===== config.mk =====
export PLATFORM = sky130hd
export DESIGN_NAME = int_literal_parser
export DESIGN_NICKNAME = d
export VERILOG_FILES = /design/src/rtl/core/ilp_pkg.sv /design/src/rtl/core/int_literal_parser.sv /design/src/rtl/core/ilp_in_reg.sv /design/src/rtl/core/ilp_mul_add.sv
export SDC_FILE = /design/constraint.sdc
export NUM_CORES = 1
export LEC_CHECK = 0
export BUFFER_PORTS_ARGS = -buffer_cell sky130_fd_sc_hd__buf_2
export CAP_MARGIN = 20
export CORE_ASPECT_RATIO = 1.2
export CORE_MARGIN = 3
export CORE_UTILIZATION = 30
export DETAILED_ROUTE_END_ITERATION = 8
export PLACE_DENSITY = 0.46
export SYNTH_ARGS = -nofsm -noshare
export SYNTH_HDL_FRONTEND = slang
export SYNTH_HIERARCHICAL = 1
export SYNTH_SLANG_ARGS = --single-unit

===== constraint.sdc =====
create_clock -name clock -period 14.2 [get_ports clock]
set_input_delay 0.71 -clock clock [delete_from_list [all_inputs] [get_ports clock]]
set_output_delay 0.71 -clock clock [all_outputs]
set_load 0.01 [all_outputs]

===== src/rtl/core/ilp_pkg.sv =====
// Package for the integer literal parser: codes, character constants and helper functions.
package ilp_pkg;

   localparam int CHAR_W  = 8;
   localparam int ACCUM_W = 128;
   localparam int HALF_W  = 64;
   localparam int WIDE_W  = ACCUM_W + 4;
   localparam int DIGIT_W = 4;

   localparam logic [CHAR_W-1:0] CHAR_UNDERSCORE = 8'h5F;
   localparam logic [CHAR_W-1:0] CHAR_MINUS      = 8'h2D;
   localparam logic [CHAR_W-1:0] CHAR_LOWER_X    = 8'h78;
   localparam logic [CHAR_W-1:0] CHAR_UPPER_X    = 8'h58;
   localparam logic [CHAR_W-1:0] CHAR_LOWER_O    = 8'h6F;
   localparam logic [CHAR_W-1:0] CHAR_UPPER_O    = 8'h4F;
   localparam logic [CHAR_W-1:0] CHAR_LOWER_B    = 8'h62;
   localparam logic [CHAR_W-1:0] CHAR_UPPER_B    = 8'h42;
   localparam logic [CHAR_W-1:0] CHAR_LOWER_I    = 8'h69;
   localparam logic [CHAR_W-1:0] CHAR_LOWER_U    = 8'h75;
   localparam logic [CHAR_W-1:0] CHAR_LOWER_S    = 8'h73;
   localparam logic [CHAR_W-1:0] CHAR_LOWER_Z    = 8'h7A;
   localparam logic [CHAR_W-1:0] CHAR_LOWER_E    = 8'h65;
   localparam logic [CHAR_W-1:0] CHAR_LOWER_A    = 8'h61;
   localparam logic [CHAR_W-1:0] CHAR_LOWER_F    = 8'h66;
   localparam logic [CHAR_W-1:0] CHAR_UPPER_A    = 8'h41;
   localparam logic [CHAR_W-1:0] CHAR_UPPER_F    = 8'h46;
   localparam logic [CHAR_W-1:0] CHAR_ZERO       = 8'h30;
   localparam logic [CHAR_W-1:0] CHAR_ONE        = 8'h31;
   localparam logic [CHAR_W-1:0] CHAR_TWO        = 8'h32;
   localparam logic [CHAR_W-1:0] CHAR_THREE      = 8'h33;
   localparam logic [CHAR_W-1:0] CHAR_FOUR       = 8'h34;
   localparam logic [CHAR_W-1:0] CHAR_SIX        = 8'h36;
   localparam logic [CHAR_W-1:0] CHAR_SEVEN      = 8'h37;
   localparam logic [CHAR_W-1:0] CHAR_EIGHT      = 8'h38;
   localparam logic [CHAR_W-1:0] CHAR_NINE       = 8'h39;

   localparam logic [1:0] POS_LAST = 2'd3;

   typedef enum logic [1:0] {
      RADIX_DEC = 2'd0,
      RADIX_HEX = 2'd1,
      RADIX_OCT = 2'd2,
      RADIX_BIN = 2'd3
   } radix_type;

   typedef enum logic [9:0] {
      SFX_NONE    = 10'b00_0000_0001,
      SFX_LEAD    = 10'b00_0000_0010,
      SFX_ONE     = 10'b00_0000_0100,
      SFX_THREE   = 10'b00_0000_1000,
      SFX_SIX     = 10'b00_0001_0000,
      SFX_S       = 10'b00_0010_0000,
      SFX_ONE_TWO = 10'b00_0100_0000,
      SFX_SI      = 10'b00_1000_0000,
      SFX_SIZ     = 10'b01_0000_0000,
      SFX_DONE    = 10'b10_0000_0000
   } sfx_type;

   typedef struct packed {
      logic               valid;
      logic [DIGIT_W-1:0] value;
   } digit_type;

   typedef struct packed {
      logic              valid;
      logic [CHAR_W-1:0] character;
      logic              is_last;
   } beat_type;

   function automatic digit_type digit_of(logic [CHAR_W-1:0] c, radix_type radix);
      digit_type d;
      logic      is_dec;
      d.valid = 1'b0;
      d.value = '0;
      is_dec  = (c >= CHAR_ZERO) && (c <= CHAR_NINE);
      if (is_dec) begin
         d.value = DIGIT_W'(c - CHAR_ZERO);
      end else if (c >= CHAR_LOWER_A && c <= CHAR_LOWER_F) begin
         d.value = DIGIT_W'(c - CHAR_LOWER_A + 8'd10);
      end else if (c >= CHAR_UPPER_A && c <= CHAR_UPPER_F) begin
         d.value = DIGIT_W'(c - CHAR_UPPER_A + 8'd10);
      end
      case (radix)
         RADIX_HEX: d.valid = is_dec || (c >= CHAR_LOWER_A && c <= CHAR_LOWER_F) ||
                              (c >= CHAR_UPPER_A && c <= CHAR_UPPER_F);
         RADIX_OCT: d.valid = (c >= CHAR_ZERO) && (c <= CHAR_SEVEN);
         RADIX_BIN: d.valid = (c == CHAR_ZERO) || (c == CHAR_ONE);
         default:   d.valid = is_dec;
      endcase
      return d;
   endfunction

   // Mismatch returns SFX_NONE.
   function automatic sfx_type suffix_next(sfx_type phase, logic [CHAR_W-1:0] c);
      sfx_type n;
      n = SFX_NONE;
      case (phase)
         SFX_LEAD: begin
            if (c == CHAR_EIGHT)        n = SFX_DONE;
            else if (c == CHAR_ONE)     n = SFX_ONE;
            else if (c == CHAR_THREE)   n = SFX_THREE;
            else if (c == CHAR_SIX)     n = SFX_SIX;
            else if (c == CHAR_LOWER_S) n = SFX_S;
         end
         SFX_ONE: begin
            if (c == CHAR_SIX)      n = SFX_DONE;
            else if (c == CHAR_TWO) n = SFX_ONE_TWO;
         end
         SFX_ONE_TWO: if (c == CHAR_EIGHT)   n = SFX_DONE;
         SFX_THREE:   if (c == CHAR_TWO)     n = SFX_DONE;
         SFX_SIX:     if (c == CHAR_FOUR)    n = SFX_DONE;
         SFX_S:       if (c == CHAR_LOWER_I) n = SFX_SI;
         SFX_SI:      if (c == CHAR_LOWER_Z) n = SFX_SIZ;
         SFX_SIZ:     if (c == CHAR_LOWER_E) n = SFX_DONE;
         default:     n = SFX_NONE;
      endcase
      return n;
   endfunction

endpackage


===== src/rtl/core/int_literal_parser.sv =====
// Top level of the integer literal parser: lexer state, step logic and result register.
//
//   channel | direction | handshake            | payload
//   req     | in        | req_valid/req_stall  | req_character[7:0], req_is_last
//   rsp     | out       | rsp_valid/rsp_stall  | rsp_ok, rsp_value_low/high[63:0]
//
// One character beat per cycle while req_stall is low; a lexeme's result is loaded
// into the result register as its last beat leaves the input register.
// The per-character step is one 132-bit shift-add between the input register and
// the lexer state registers.
// Synchronous reset clears the lexer state and both valid flags.
// A stalled result holds; only a last beat waits behind it, other beats keep flowing.
module int_literal_parser
   import ilp_pkg::*;
(
   input  logic              clock,
   input  logic              reset,
   input  logic              req_valid,
   output logic              req_stall,
   input  logic [CHAR_W-1:0] req_character,
   input  logic              req_is_last,
   output logic              rsp_valid,
   input  logic              rsp_stall,
   output logic              rsp_ok,
   output logic [HALF_W-1:0] rsp_value_low,
   output logic [HALF_W-1:0] rsp_value_high
);

   beat_type beat;
   logic     advance;

   logic [ACCUM_W-1:0] accum_ff, accum_in;
   radix_type          radix_ff, radix_in;
   logic [1:0]         pos_ff, pos_in;
   logic               seen_ff, seen_in;
   logic               failed_ff, failed_in;
   sfx_type            sfx_ff, sfx_in;

   logic               rsp_valid_ff, rsp_valid_in;
   logic               rsp_ok_ff, ok_in;
   logic [ACCUM_W-1:0] rsp_value_ff;

   digit_type          digit;
   logic [ACCUM_W-1:0] mac_sum;
   logic               mac_ovf;
   sfx_type            sfx_step;
   logic [CHAR_W-1:0]  c;
   logic               is_prefix;

   ilp_in_reg u_in_reg (
      .clock         (clock),
      .reset         (reset),
      .req_valid     (req_valid),
      .req_character (req_character),
      .req_is_last   (req_is_last),
      .advance       (advance),
      .req_stall     (req_stall),
      .beat          (beat)
   );

   assign c     = beat.character;
   assign digit = digit_of(c, radix_ff);

   ilp_mul_add u_mul_add (
      .accum    (accum_ff),
      .radix    (radix_ff),
      .digit    (digit.value),
      .sum      (mac_sum),
      .overflow (mac_ovf)
   );

   assign sfx_step  = suffix_next(sfx_ff, c);
   assign is_prefix = (pos_ff == 2'd1) && (radix_ff == RADIX_DEC) && seen_ff &&
                      (accum_ff == '0) &&
                      ((c == CHAR_LOWER_X) || (c == CHAR_UPPER_X) ||
                       (c == CHAR_LOWER_O) || (c == CHAR_UPPER_O) ||
                       (c == CHAR_LOWER_B) || (c == CHAR_UPPER_B));

   // Hold only a last beat while the previous result is stalled.
   assign advance = beat.valid && !(beat.is_last && rsp_valid_ff && rsp_stall);

   logic [ACCUM_W-1:0] acc_n;
   radix_type          radix_n;
   logic               seen_n, failed_n;
   sfx_type            sfx_n;

   always_comb begin
      acc_n    = accum_ff;
      radix_n  = radix_ff;
      seen_n   = seen_ff;
      failed_n = failed_ff;
      sfx_n    = sfx_ff;
      if (!failed_ff) begin
         if (sfx_ff != SFX_NONE) begin
            if (sfx_step == SFX_NONE) failed_n = 1'b1;
            else                      sfx_n    = sfx_step;
         end else if (pos_ff == 2'd0 && c == CHAR_MINUS) begin
            failed_n = 1'b1;
         end else if (c == CHAR_LOWER_I || c == CHAR_LOWER_U) begin
            if (pos_ff == 2'd0) failed_n = 1'b1;
            else                sfx_n    = SFX_LEAD;
         end else if (is_prefix) begin
            if (c == CHAR_LOWER_X || c == CHAR_UPPER_X)      radix_n = RADIX_HEX;
            else if (c == CHAR_LOWER_O || c == CHAR_UPPER_O) radix_n = RADIX_OCT;
            else                                             radix_n = RADIX_BIN;
            seen_n = 1'b0;
         end else if (c != CHAR_UNDERSCORE) begin
            if (!digit.valid || mac_ovf) begin
               failed_n = 1'b1;
            end else begin
               acc_n  = mac_sum;
               seen_n = 1'b1;
            end
         end
      end
      ok_in = !failed_n && seen_n && (sfx_n == SFX_NONE || sfx_n == SFX_DONE);
   end

   always_comb begin
      accum_in  = accum_ff;
      radix_in  = radix_ff;
      pos_in    = pos_ff;
      seen_in   = seen_ff;
      failed_in = failed_ff;
      sfx_in    = sfx_ff;
      if (advance) begin
         if (beat.is_last) begin
            // Drop back to the idle lexer state for the next lexeme.
            accum_in  = '0;
            radix_in  = RADIX_DEC;
            pos_in    = 2'd0;
            seen_in   = 1'b0;
            failed_in = 1'b0;
            sfx_in    = SFX_NONE;
         end else begin
            accum_in  = acc_n;
            radix_in  = radix_n;
            pos_in    = (pos_ff == POS_LAST) ? pos_ff : pos_ff + 2'd1;
            seen_in   = seen_n;
            failed_in = failed_n;
            sfx_in    = sfx_n;
         end
      end
   end

   always_ff @(posedge clock) begin
      if (reset) begin
         accum_ff  <= '0;
         radix_ff  <= RADIX_DEC;
         pos_ff    <= 2'd0;
         seen_ff   <= 1'b0;
         failed_ff <= 1'b0;
         sfx_ff    <= SFX_NONE;
      end else begin
         accum_ff  <= accum_in;
         radix_ff  <= radix_in;
         pos_ff    <= pos_in;
         seen_ff   <= seen_in;
         failed_ff <= failed_in;
         sfx_ff    <= sfx_in;
      end
   end

   logic rsp_load;
   assign rsp_load     = advance && beat.is_last;
   assign rsp_valid_in = rsp_load || (rsp_valid_ff && rsp_stall);

   always_ff @(posedge clock) begin
      if (reset) begin
         rsp_valid_ff <= 1'b0;
      end else begin
         rsp_valid_ff <= rsp_valid_in;
      end
   end

   always_ff @(posedge clock) begin
      if (rsp_load) begin
         rsp_ok_ff    <= ok_in;
         rsp_value_ff <= ok_in ? acc_n : '0;
      end
   end

   assign rsp_valid      = rsp_valid_ff;
   assign rsp_ok         = rsp_ok_ff;
   assign rsp_value_low  = rsp_value_ff[HALF_W-1:0];
   assign rsp_value_high = rsp_value_ff[ACCUM_W-1:HALF_W];

endmodule


===== src/rtl/core/ilp_in_reg.sv =====
// Input register stage: captures one character beat from the request channel.
module ilp_in_reg
   import ilp_pkg::*;
(
   input  logic              clock,
   input  logic              reset,
   input  logic              req_valid,
   input  logic [CHAR_W-1:0] req_character,
   input  logic              req_is_last,
   input  logic              advance,
   output logic              req_stall,
   output beat_type          beat
);

   logic              valid_ff;
   logic              valid_in;
   logic [CHAR_W-1:0] char_ff;
   logic              last_ff;
   logic              load;

   assign req_stall = valid_ff && !advance;
   assign load      = req_valid && !req_stall;
   assign valid_in  = load || (valid_ff && !advance);

   always_ff @(posedge clock) begin
      if (reset) begin
         valid_ff <= 1'b0;
      end else begin
         valid_ff <= valid_in;
      end
   end

   always_ff @(posedge clock) begin
      if (load) begin
         char_ff <= req_character;
         last_ff <= req_is_last;
      end
   end

   assign beat.valid     = valid_ff;
   assign beat.character = char_ff;
   assign beat.is_last   = last_ff;

endmodule


===== src/rtl/core/ilp_mul_add.sv =====
// Shift-add accumulator step: accum * radix + digit with overflow detect.
module ilp_mul_add
   import ilp_pkg::*;
(
   input  logic [ACCUM_W-1:0] accum,
   input  radix_type          radix,
   input  logic [DIGIT_W-1:0] digit,
   output logic [ACCUM_W-1:0] sum,
   output logic               overflow
);

   logic [WIDE_W-1:0] wide;
   logic [WIDE_W-1:0] scaled;

   assign wide = {4'b0000, accum};

   always_comb begin
      case (radix)
         RADIX_HEX: scaled = wide << 4;
         RADIX_OCT: scaled = wide << 3;
         RADIX_BIN: scaled = wide << 1;
         default:   scaled = (wide << 3) + (wide << 1);
      endcase
   end

   logic [WIDE_W-1:0] total;
   assign total    = scaled + {{(WIDE_W-DIGIT_W){1'b0}}, digit};
   assign sum      = total[ACCUM_W-1:0];
   assign overflow = |total[WIDE_W-1:ACCUM_W];

endmodule


; ---- Word level (Yosys, flattened, before mapping)
; Cells that the tools add are included.
[op_classes]
n_addsub = 8
reduce_logical = 44
n_mux = 62
n_eq_ne = 42
n_lt_le_gt_ge = 7
[op_table]
columns = operator, count
row1 = $mux 128, 8
row2 = $pmux 132 s3, 1
row3 = $add 131x129->132, 1
row4 = $add 132x4->132, 1
row5 = $mux 10, 13
row6 = $logic_not 128->1, 1
row7 = $eq 8x7->1 const B, 11
row8 = $pmux 10 s8, 1
row9 = $eq 8x6->1 const B, 8
row10 = $mux 6, 4
row11 = $eq 10x1->1 const B, 2
row12 = $mux 1, 19
row13 = $logic_and 1x1->1, 18
row14 = $mux 2, 9
row15 = $ge 8x7->1 const B, 2
row16 = $le 8x6->1 const B, 2
row17 = $le 8x7->1 const B, 2
row18 = $logic_or 1x1->1, 14
row19 = $mux 4, 3
row20 = $sub 4x1->4 const B, 3
row21 = $eq 10x10->1 const B, 1
row22 = $eq 10x2->1 const B, 1
row23 = $eq 10x3->1 const B, 1
row24 = $eq 10x4->1 const B, 1
row25 = other kinds (23), 36
[word_totals]
word_cells = 175
in_bits = 13
out_inout_bits = 131
regBits = 284

; ---- Longest topological paths before layout
; Gate-level depths: netlist of run 1.
[logic_depth]
word_depth = 18
ltp_mapped = 36
mapped_depth_nobuf = 28

; ---- By module
; The synthesis of run 1 kept the hierarchy.
[by_module_without_submodules]
columns = module, seq_area_each_um2, cells_each, n_inst, area_each_um2
row1 = ilp_mul_add, 0.0, 2687, 1, 17291.6
row2 = int_literal_parser, 6776.5, 1307, 1, 12592.1
row3 = ilp_in_reg, 290.3, 15, 1, 335.3

; ---- Worst setup path before layout of run 1
; OpenSTA, ideal clock, no wires.
[synth_path]
kind = reg2reg
startpoint = register radix_ff[1]
endpoint = register rsp_value_ff[0] (data pin)
path_buffers = 13
path_stages_with_launch = 36
arrival_time_ns = 7.596
setup_ns = 0.140
required_time_ns = 14.060
slack_ns = 6.463
synth_period_minus_slack_ns = 7.737
cell_sequence = dfxtp_1 clkbuf_1 buf_2 buf_2 buf_2 buf_2 buf_2 buf_2 buf_2 buf_2 clkbuf_1 buf_1 nand2_1 and3_1 ha_1 a21o_1 a21o_1 nand3_1 nor4_1 and3_1 nand2_1 nor4_1 nand4b_1 nor4_1 nand4_1 nor4_1 nand3_1 xor2_1 o211ai_1 a211o_1 a41o_1 a311o_1 or4_4 buf_2 buf_6 a21oi_2
[synth_between]
elab_chain_len = 15
elab_cells_between_ends = 38
cone_classes = add/sub: 1 / eq/ne: 3 / mux: 23 / reduce/logical: 11
[synth_rtl]
columns = element, line_no
row1 = start: declaration, int_literal_parser.sv:33  ; radix_type radix_ff, radix_in;
row2 = start signal: assignment, int_literal_parser.sv:156  ; radix_ff <= radix_in;
row3 = $eq 2x2->1 or $eq 2x1->1 (tied branches), ilp_mul_add.sv:18  ; case (radix)
row4 = $pmux 132 s3 (*), ilp_mul_add.sv:18
row5 = $add 132x4->132 (*), ilp_mul_add.sv:27  ; assign total = scaled + {{(WIDE_W-DIGIT_W){1'b0}}, digit};
row6 = $reduce_or 4->1 (*), ilp_mul_add.sv:29  ; assign overflow = |total[WIDE_W-1:ACCUM_W];
row7 = named net mac_ovf, int_literal_parser.sv:45  ; logic mac_ovf;
row8 = $logic_or 1x1->1 (*), int_literal_parser.sv:108  ; if (!digit.valid || mac_ovf) begin
row9 = $mux 1, int_literal_parser.sv:108
row10 = $mux 1, int_literal_parser.sv:107  ; end else if (c != CHAR_UNDERSCORE) begin
row11 = $mux 1, int_literal_parser.sv:102  ; end else if (is_prefix) begin
row12 = $mux 1, int_literal_parser.sv:99  ; end else if (c == CHAR_LOWER_I || c == CHAR_LOWER_U) begin
row13 = $mux 1, int_literal_parser.sv:97  ; end else if (pos_ff == 2'd0 && c == CHAR_MINUS) begin
row14 = $mux 1, int_literal_parser.sv:94  ; if (sfx_ff != SFX_NONE) begin
row15 = $mux 1, int_literal_parser.sv:93  ; if (!failed_ff) begin
row16 = $logic_not 1->1, int_literal_parser.sv:116  ; ok_in = !failed_n && seen_n && (sfx_n == SFX_NONE || sfx_n == SFX_DONE);
row17 = $logic_and 1x1->1 (2 in series), int_literal_parser.sv:116
row18 = end signal: assignment, int_literal_parser.sv:179  ; rsp_value_ff <= ok_in ? acc_n : '0;
row19 = end: declaration, int_literal_parser.sv:41  ; logic [ACCUM_W-1:0] rsp_value_ff;
; Mark *: on every way through the listed nets, which the timed path passes. The rest lies on a longest branch.
; A chain may end at the register's enable or synchronous reset.

; ---- Worst setup path after layout of run 1
[layout_path]
startpoint = register radix_ff[0]
endpoint = register rsp_value_ff[45] (data pin)
; The elaborated chain is that of the path after synthesis.

==> flow_metrics.py, run 1 <==
metrics = {
    "run_status": {
        "status": "finished clean",
    },
    "global_routing": {
        "largest_net_degree_at_the_start_of_global_routing": 134,
        "grt_util_all_layers": 0.243,
        "grt_pass1_vias": 30345,
        "antenna_found_initial": 1,
        "grt_util_met3": 0.0263,
        "grtUsageMet1": 0.309,
        "met2_usage": 0.423,
        "grt_first_pass_wirelength_um": 198000,
        "grt_busiest_layer": "met2",
        "grt-ovfl-total": 0,
    },
    "floorplanning": {
        "die_area_um2": 105000,
        "floorplan.die.height_um": 354,
        "ios": 144,
        "initial_core_util": 0.305,
        "core.rowCount": 126,
        "dieWidth_um": 296,
        "core_area_um2": 99200,
    },
    "clocking": {
        "cts_max_level": 2,
        "postCtsSetupRepairBufs": 0,
        "cts_max_path_buffers": 3,
        "clock_sinks": 284,
        "cts_hold_buffers": 0,
        "post_cts.resized_instances": 0,
        "worst_setup_hold_path_clk_slew_ps": 60,
        "worst_skew_pair.late_latency_ps": 580,
        "cts-buffers-inserted": 35,
        "clockRootBuffer": "clkbuf_16",
        "tritoncts": "built",
    },
    "cells_and_area": {
        "synthToLayoutAreaGrowth_pct": 8.46,
        "num_antenna_cells": 0,
        "post_route_cells_drive_above_1_share": 0.124,
        "design.final.nets": 4105,
        "mostFrequentLayoutCell": "nand2_1",
        "fin_cells": 5261,
        "commonest_cells_after_routing_fill_and_taps_aside": "614 x nand2_1, 404 x nor2_1, 303 x a21oi_1",
    },
    "power_and_ir_drop": {
        "ir_drop_uv": 56.8,
        "static-leakage-power_nw": 10.6,
        "powerDensity_nw_per_um2": 57.2,
    },
    "drt": {
        "route.vias.total": 31535,
        "wire_per_inst_um": 25.0,
        "ant_nets": 0,
        "drc": 0,
        "initialDrtViolationCount": 2570,
        "first_pass_iters": 5,
        "drt-vias-per-instance": 5.99,
        "wirelength_um": 131000,
    },
    "placement": {
        "hpwlAfterDp_um": 102000,
        "routabilityCongestion": 0.991,
        "io_buffers": 143,
        "placedCellCount": 5196,
    },
    "timing": {
        "report.final.slew_viol_count": 0,
        "fin_worst_hold_slack_ps": 331,
        "setup_total_negative_slack_ps": 0,
        "setup_viol": 0,
        "layout_min_cycle_time_ps": 9780,
        "slew_of_the_pin_with_the_lowest_slew_margin_ps": 1110,
        "number_of_hold_violations_in_the_final_report": 0,
        "max_freq_mhz": 102,
        "final_period_util": 0.688,
        "unrepaired_setup_endpoints_after_global_routing": "false",
        "clock-skew-final_ps": 34.9,
        "timing.max_slew.rel_slack": 0.257,
    },
    "synthesis": {
        "synth-edff-count": 138,
        "yosys_warnings": 6,
        "synth_cell_type_count": 119,
        "gate_count_post_synth": 4009,
        "syn_avg_cell_area_um2": 7.54,
        "synth_seq_area_share": 0.234,
        "synth_seq_cells": 284,
        "combined_area_of_all_synthesized_cells_um2": 30200,
        "async_flop_share": 0,
        "synth.net_count": 4160,
        "dominantRegCellSynth": "dfxtp_1",
    },
    "flow_run": {
        "maxCapViolations": 0,
    },
    "setup_path": {
        "worst_setup_path_start_kind": "flop",
        "r2r_start": "radix_ff[0]",
        "critical_path.reg2reg.endpoint": "rsp_value_ff[45]",
        "critPathRequiredTime_ps": 14610,
        "reg2reg_depth": 21,
        "worstSetupPathType": "reg -> reg",
        "critical_path.endpoint": "rsp_value_ff[45]",
        "startpoint_of_the_worst_setup_timing_path": "radix_ff[0]",
        "worstPathMaxFanout": 65,
        "worst-r2r-setup-slack_ps": 4420,
        "arrival_ps": 10190,
        "worst_setup_ep_type": "flop",
    },
    "min_path": {
        "min_path_type": "in -> reg",
    },
}
worst min path at each step:
stage	from	cells past startpoint	end
4_1_cts	req_character[7]	1	u_in_reg/char_ff[7]
6_report	req_character[4]	1	u_in_reg/char_ff[4]
3_5_place_dp	seen_ff	2	seen_ff
2_1_floorplan	seen_ff	2	seen_ff
5_1_grt	req_character[7]	1	u_in_reg/char_ff[7]
3_3_place_gp	seen_ff	2	seen_ff
report_power, final:
group          internal [mW]  switching [mW]  total (mW)
logic                 0.0170          0.0522      0.0692
registers              0.870         0.00992       0.880
clock network          0.538           0.387       0.925
logic make-up after synthesis:
| kind of cell | share of synthesized area |
|---|---|
| buffers and inverters | 0.0504 |
| multiplexers | 0.0472 |
| flip-flops | 0.234 |
| adder cells (fa/ha/maj) | 0.0576 |
| AND/OR/NAND/NOR | 0.272 |
| XOR/XNOR | 0.0588 |
| AO/OA/AOI/OAI | 0.280 |
Yosys cell counts (39+ instances only):
master      n  area (um^2)
nand2_1   614         2300
nor2_1    407         1530
a21oi_1   303         1520
o21ai_0   205         1030
clkbuf_1  153          574
dfxtp_1   146         2920
edfxtp_1  138         4140
ha_1      136         1700
a22oi_1   134         1010
xnor2_1   122         1070
nand4_1   116          726
a21oi_2   113          990
nand3_1   102          510
nor3_1     98          490
xor2_1     79          692
buf_2      75          375
nor4_1     70          438
mux2i_1    67          671
inv_1      61          229
a21o_1     54          405
or3_1      44          275
nand2b_1   39          244
worst max-delay path, cell delays in order, from the launching register on:
cell and delay (ps):
dfxtp_4 500, buf_4 460, nor2_4 180, buf_4 460, buf_4 710, o2111ai_1 510, a2111o_1 620, o211ai_1 300
or3b_1 440, nand4bb_1 240, nor4_1 530, nand4_1 640, nor4_1 980, nand3_1 180, xor2_1 180, o211ai_1 130
a211o_1 330, a41o_1 220, a311o_1 340, or4_4 790, buf_4 430, a21oi_2 250
stage by stage:
step | power (mW) | instance area, um^2 | utilization | setup slack [ps]
final | 1.87 | 32800 | 0.331 | 4420
after global routing | 1.95 | 32800 | 0.331 | 4030
after CTS | 1.91 | 32800 | 0.330 | 4640
after detailed placement | 0.969 | 31600 | 0.319 | 4690
after global placement | 0.969 | 31600 | 0.319 | 4780
after floorplan | 0.939 | 30200 | - | 6460
state kept, by name, indices dropped and copies added, names as in the netlist:
register	cells
u_in_reg/char_ff	8
radix_ff	2
sfx_ff	10
failed_ff	1
rsp_valid	1
rsp_value_ff	128
u_in_reg/valid_ff	1
u_in_reg/last_ff	1
rsp_ok	1
pos_ff	2
accum_ff	128
seen_ff	1
layer usage:
layer,vias to the layer above,wire length [um]
met2,933,64400
met3,204,6360
met5,-,13
met1,15493,55500
li1,14903,-
met4,2,5090
area by class of cell:
type | count | area (um^2)
fillers | 10649 | 66400
multi-input cells | 3386 | 21700
flip-flops and latches | 284 | 7070
well taps | 1280 | 1600
repair buffers | 183 | 1040
clock buffers | 44 | 961
inverters | 64 | 240
clock inverters | 20 | 193
Note: power is estimated with default switching activity, not from simulation.
==> inputs of run 2 (changes only) <==
--- a/config.mk
+++ b/config.mk
@@ -11,7 +11,7 @@
 export CORE_MARGIN = 3
 export CORE_UTILIZATION = 30
 export DETAILED_ROUTE_END_ITERATION = 8
-export PLACE_DENSITY = 0.46
+export PLACE_DENSITY = 0.47
 export SYNTH_ARGS = -nofsm -noshare
 export SYNTH_HDL_FRONTEND = slang
 export SYNTH_HIERARCHICAL = 1
==> constraint.sdc (replaced) <==
create_clock -name clock -period 8.8 [get_ports clock]
set_input_delay 0.44 -clock clock [delete_from_list [all_inputs] [get_ports clock]]
set_output_delay 0.44 -clock clock [all_outputs]
set_load 0.01 [all_outputs]
==> run 2 against run 1 <==
Design area increased by 1.6%; maximum frequency increased by 19%; power increased by 58%; combinational power increased by 66%; clock-buffer cell count increased by 2; clock power increased by 55%; highest routed layer is now met4.
==> flow_metrics.py, run 2 (synthesized netlist as in run 1, its figures left out) <==
metrics = {
    "power_and_ir_drop": {
        "comb_power_share": 0.039,
        "totalPowerFinal_mw": 2.96,
        "ir_drop_uv": 101,
        "powerDensity_nw_per_um2": 89.0,
        "power_switching_mw": 0.720,
        "static-leakage-power_nw": 10.9,
        "seq_power_share": 0.478,
        "clock_power_share": 0.483,
        "switching_share": 0.243,
        "intPower_mw": 2.24,
    },
    "clocking": {
        "post_cts.resized_instances": 0,
        "cts_max_level": 2,
        "cts_hold_buffers": 0,
        "cts-buffers-inserted": 34,
        "worst_skew_pair.late_latency_ps": 570,
        "clock_sinks": 284,
        "tritoncts": "built",
        "postCtsSetupRepairBufs": 0,
        "worst_setup_hold_path_clk_slew_ps": 70,
        "clockRootBuffer": "clkbuf_16",
        "cts_max_path_buffers": 3,
    },
    "setup_path": {
        "slowest_delay_ps": 660,
        "worst-r2r-setup-slack_ps": 570,
        "worst_setup_path_start_kind": "flop",
        "worstPathMaxFanout": 27,
        "arrival_ps": 8650,
        "critical_path.reg2reg.endpoint": "rsp_value_ff[71]",
        "reg2reg_depth": 33,
        "worst_setup_ep_type": "flop",
        "critPathRequiredTime_ps": 9220,
        "worstSetupPathType": "reg -> reg",
        "r2r_start": "u_in_reg/char_ff[0]",
        "cpMaxStageDelayCell": "nor4_1",
        "critical_path.most_common_cell": "nor4_1",
    },
    "cells_and_area": {
        "commonest_cells_after_routing_fill_and_taps_aside": "614 x nand2_1, 404 x nor2_1, 303 x a21oi_1",
        "final.fill_count": 10760,
        "synthToLayoutAreaGrowth_pct": 10.2,
        "area.sequential_um2": 7070,
        "num_antenna_cells": 0,
        "mostFrequentLayoutCell": "nand2_1",
        "reg.largest.list": "accum_ff x128, rsp_value_ff x128, sfx_ff x10",
        "design.final.nets": 4165,
        "post_route_cells_drive_above_1_share": 0.137,
        "multiInputGateArea_um2": 21700,
        "fin_util": 0.336,
    },
    "placement": {
        "dpl_worst_slack_ps": 676,
        "routabilityCongestion": 1.03,
        "io_buffers": 143,
        "hpwlAfterDp_um": 104000,
    },
    "global_routing": {
        "grt_first_pass_wirelength_um": 199000,
        "grt_util_all_layers": 0.246,
        "largest_net_degree_at_the_start_of_global_routing": 126,
        "grt-ovfl-total": 0,
        "antenna_found_initial": 0,
        "grt_pass1_vias": 30875,
    },
    "timing": {
        "setup_viol": 0,
        "clock-skew-final_ps": 14.6,
        "final_period_util": 0.935,
        "timing.max_slew.rel_slack": 0.175,
        "max_freq_mhz": 122,
        "layout_min_cycle_time_ps": 8230,
        "setup_total_negative_slack_ps": 0,
        "final_critical_path_setup_slack_ps": 572,
        "slew_of_the_pin_with_the_lowest_slew_margin_ps": 1230,
        "unrepaired_setup_endpoints_after_global_routing": "false",
        "report.final.slew_viol_count": 0,
        "number_of_hold_violations_in_the_final_report": 0,
    },
    "floorplanning": {
        "core_area_um2": 99200,
        "initial_core_util": 0.305,
        "floorplan.die.height_um": 354,
        "core.rowCount": 126,
        "ios": 144,
        "die_area_um2": 105000,
        "dieWidth_um": 296,
    },
    "drt": {
        "first_pass_iters": 5,
        "route.vias.total": 31850,
        "drc": 0,
        "wire_per_inst_um": 25.0,
        "wirelength_um": 133000,
        "ant_nets": 0,
        "initialDrtViolationCount": 2494,
        "drt-vias-per-instance": 5.99,
    },
    "min_path": {
        "min_path_type": "in -> reg",
        "worst_hold_startpoint": "req_character[3]",
        "timing.hold.worst_path_depth": 1,
        "worstHoldEndpoint": "u_in_reg/char_ff[3]",
    },
    "flow_run": {
        "maxCapViolations": 0,
    },
    "run_status": {
        "status": "finished clean",
    },
}
## run 2: worst max-delay path by stage
stage	from	end	slack (ps)	depth (start not counted)
2_1_floorplan	radix_ff[1]	rsp_value_ff[0]	1060	35
3_3_place_gp	u_in_reg/char_ff[1]	rsp_value_ff[57]	730	32
3_5_place_dp	u_in_reg/char_ff[0]	rsp_value_ff[57]	680	33
4_1_cts	u_in_reg/char_ff[1]	rsp_value_ff[74]	610	32
5_1_grt	u_in_reg/char_ff[0]	rsp_value_ff[59]	20	33
6_report	u_in_reg/char_ff[0]	rsp_value_ff[71]	570	33
## run 2: metrics by stage
step                hold slack, ps  instance area (um^2)  std cells
finish                        47.6                 33300       5320
global route                  28.1                 33300       5320
CTS                           13.6                 33300       5320
detailed placement             508                 32200       5258
global placement               504                 32200       5258
floorplan                      458                 30200       4009
## run 2: area by class of cell
cell class / count / area share
multi-input cells: 3386 / 0.651
well taps: 1280 / 0.0481
inverters: 64 / 0.00721
repair buffers: 244 / 0.0485
clock buffers: 46 / 0.0290
flip-flops and latches: 284 / 0.212
clock inverters: 16 / 0.00417
## run 2: routing by layer
metal,track usage,share of wire,up-vias
met4,0.108,0.049,0
met2,0.427,0.49,972
met1,0.304,0.42,15621
met3,0.0277,0.048,237
li1,-,-,15020
met5,0,0,-
## run 2: critical path, delay by kind of cell (launching register included)
kind,cells,cell delay (ps)
flip-flops,1,480
adder cells (fa/ha/maj),2,630
XOR/XNOR,1,160
AND/OR/NAND/NOR,15,3960
AO/OA/AOI/OAI,9,1620
buffers and inverters,6,1150
## run 2: power groups by stage
stage               Clock (mW)  Combinational [mW]  Sequential (mW)
floorplan                    0              0.0612             1.45
global placement             0               0.118             1.45
detailed placement           0               0.118             1.45
CTS                       1.48               0.118             1.42
global route              1.52               0.127             1.42
finish                    1.43               0.115             1.42
==> inputs of run 3 (changes only) <==
--- a/config.mk
+++ b/config.mk
@@ -5,6 +5,7 @@
 export SDC_FILE = /design/constraint.sdc
 export NUM_CORES = 1
 export LEC_CHECK = 0
+export ABC_AREA = 1
 export BUFFER_PORTS_ARGS = -buffer_cell sky130_fd_sc_hd__buf_2
 export CAP_MARGIN = 20
 export CORE_ASPECT_RATIO = 1.2
==> run 3 against run 2 <==
Clock power is 4% higher; flip-flop and latch count stayed put; clock-buffer cell count stayed put; sequential power hardly changed; first-iteration DRC count is 49% higher; core utilization is 0.21 points lower; largest power group unchanged.
==> flow_metrics.py, run 3 <==
metrics = {
    "synthesis": {
        "dominantRegCellSynth": "dfxtp_1",
        "synth_adder_area_share": 0.0468,
        "synth.net_count": 7020,
        "synth_common_cells": "2,586 x nand2_1, 1,363 x inv_1, 722 x nor2_1, 412 x nand3_1, 294 x a21oi_1",
        "netlist_top_cells_area": "nand2_1 26%, inv_1 14%, edfxtp_1 11%",
        "synth_compound_gate_area_share": 0.0952,
        "synth_seq_cells": 284,
        "simple_gate_fraction_of_synth_area": 0.475,
        "synth_top_family_by_area": "simple AND/OR/NAND/NOR gates",
        "synth_cell_type_count": 56,
        "count_leader_synth": "nand2_1",
        "syn_avg_cell_area_um2": 5.42,
        "synth_largest_type_area_fraction": 0.261,
        "combined_area_of_all_synthesized_cells_um2": 37200,
        "netlist.top_cell.by_area": "nand2_1",
        "synth-edff-count": 138,
        "gate_count_post_synth": 6869,
        "synth_xor_area_frac": 0.0287,
        "portion_of_netlist_area_occupied_by_mux_cells": 0,
        "synth_seq_area_share": 0.190,
        "async_flop_share": 0,
        "yosys_warnings": 6,
    },
    "global_routing": {
        "grt-ovfl-total": 0,
        "largest_net_degree_at_the_start_of_global_routing": 107,
        "grt_pass1_vias": 40625,
        "grt_util_all_layers": 0.296,
        "grt_first_pass_wirelength_um": 278000,
        "antenna_found_initial": 5,
    },
    "placement": {
        "routabilityCongestion": 1.09,
        "io_buffers": 143,
        "hpwlAfterDp_um": 166000,
        "place_area_um2": 39600,
    },
    "power_and_ir_drop": {
        "totalPowerFinal_mw": 3.50,
        "clock_power_share": 0.424,
        "switching_share": 0.324,
        "ir_drop_uv": 121,
        "powerDensity_nw_per_um2": 85.8,
        "intPower_mw": 2.37,
        "static-leakage-power_nw": 18.4,
        "comb_power_share": 0.172,
        "seq_power_share": 0.404,
        "power_switching_mw": 1.14,
    },
    "floorplanning": {
        "dieWidth_um": 328,
        "core_area_um2": 122000,
        "core.rowCount": 140,
        "floorplan.die.height_um": 392,
        "ios": 144,
        "initial_core_util": 0.304,
        "die_area_um2": 128000,
    },
    "setup_path": {
        "startpoint_of_the_worst_setup_timing_path": "accum_ff[28]",
        "worst_setup_ep_type": "flop",
        "r2r_start": "accum_ff[28]",
        "slowest_delay_ps": 640,
        "worst_setup_path_start_kind": "flop",
        "arrival_ps": 8000,
        "cpMaxStageDelayCell": "nand3_4",
        "worstPathMaxFanout": 30,
        "critical_path.most_common_cell": "nand2_1",
        "critPathRequiredTime_ps": 9270,
        "worstSetupPathType": "reg -> reg",
    },
    "clocking": {
        "cts_max_level": 2,
        "cts_max_path_buffers": 3,
        "cts-buffers-inserted": 35,
        "tritoncts": "built",
        "post_cts.resized_instances": 0,
        "worst_setup_hold_path_clk_slew_ps": 60,
        "clock_sinks": 284,
        "clockRootBuffer": "clkbuf_16",
        "worst_skew_pair.late_latency_ps": 610,
    },
    "cells_and_area": {
        "post_route_cells_drive_above_1_share": 0.0733,
        "commonest_cells_after_routing_fill_and_taps_aside": "2,585 x nand2_1, 1,362 x inv_1, 721 x nor2_1",
        "design.final.nets": 7095,
        "mostFrequentLayoutCell": "nand2_1",
        "area.sequential_um2": 7070,
        "reg.largest.list": "accum_ff x128, rsp_value_ff x128, sfx_ff x10",
        "final.fill_count": 14508,
        "multiInputGateArea_um2": 24100,
        "synthToLayoutAreaGrowth_pct": 9.63,
        "finalInstanceArea_um2": 40800,
    },
    "timing": {
        "fin_worst_hold_slack_ps": 111,
        "report.final.slew_viol_count": 0,
        "layout_min_cycle_time_ps": 7540,
        "setup_viol": 0,
        "final_period_util": 0.856,
        "setup_total_negative_slack_ps": 0,
        "max_freq_mhz": 133,
        "timing.max_slew.rel_slack": 0.287,
        "slew_of_the_pin_with_the_lowest_slew_margin_ps": 1060,
        "clock-skew-final_ps": 22.2,
        "unrepaired_setup_endpoints_after_global_routing": "false",
        "number_of_hold_violations_in_the_final_report": 0,
    },
    "drt": {
        "drt-vias-per-instance": 4.97,
        "ant_nets": 0,
        "drc": 0,
        "route.vias.total": 42758,
        "initialDrtViolationCount": 3708,
        "wirelength_um": 196000,
        "wire_per_inst_um": 22.7,
        "first_pass_iters": 7,
    },
    "min_path": {
        "min_path_type": "in -> reg",
        "worst_hold_startpoint": "req_valid",
    },
    "run_status": {
        "status": "finished clean",
    },
    "flow_run": {
        "maxCapViolations": 0,
    },
}
-- run 3: cell types whose count changed in the layout (fill, tap and decap cells not counted), moves of 52 or more --
cell     change
inv_1     +1302
buf_4       -52
nand3_1    +310
nand2_1   +1971
o21ai_1     +63
xnor2_1     -86
a22oi_1    -132
nor2_1     +317
mux2i_1     -67
nor4_1      -53
a21o_1      -54
nor2_4     +122
a21oi_2    -111
-- run 3: logic make-up after synthesis --
logic type,after synthesis
AO/OA/AOI/OAI,658
XOR/XNOR,122
adder cells (fa/ha/maj),138
buffers and inverters,1561
flip-flops,284
AND/OR/NAND/NOR,4106
-- run 3: final timing paths --
path	end	slack (ps)	depth (start not counted)
worst max-delay path	rsp_value_ff[30]	1260	36
worst min-delay path	u_in_reg/valid_ff	110	3
worst max register to register	rsp_value_ff[30]	1260	36
worst min register to register	pos_ff[1]	480	2
-- run 3: what timing repair did --
action,CTS,global route
hold endpoints to repair,9,0
hold buffers,9,0
setup buffers,0,0
-- run 3: metrics by stage --
step,setup WS [ps],utilization,instances
4_1_cts,1430,0.334,8604
5_1_grt,926,0.334,8604
2_1_floorplan,3840,-,6869
6_report,1260,0.334,8605
3_3_place_gp,1140,0.324,8530
3_5_place_dp,1470,0.324,8531
-- run 3: final cells by class --
type                       count  area share
multi-input combinational   5024       0.589
sequential                   284       0.173
inverter                    1403       0.129
tap                         1633      0.0501
timing repair buffer         196      0.0299
clock buffer                  46      0.0232
clock inverter                18     0.00466
antenna                        1   0.0000613
-- run 3: power groups by stage --
| stage | clock network, mW | logic [mW] | registers (mW) |
|---|---|---|---|
| after floorplan | 0 | 0.346 | 1.45 |
| after global placement | 0 | 0.592 | 1.45 |
| after detailed placement | 0 | 0.592 | 1.44 |
| after CTS | 1.55 | 0.597 | 1.42 |
| after global routing | 1.60 | 0.640 | 1.42 |
| final | 1.49 | 0.602 | 1.42 |
-- run 3: critical path, delay by kind of cell, from the launching register on --
family          cells  cell delay, ps
flops               1             420
compound gates      1              80
buf+inv             3             750
simple gates       31            5540
fa+ha+maj           1             490
-- run 3: per-layer routing --
metal / global-route usage / routed length, um / vias up
li1: - / - / 21097
met1: 0.362 / 81100 / 19958
met2: 0.504 / 90900 / 1382
met3: 0.0289 / 9860 / 317
met4: 0.175 / 13800 / 4
met5: 0 / 24 / -
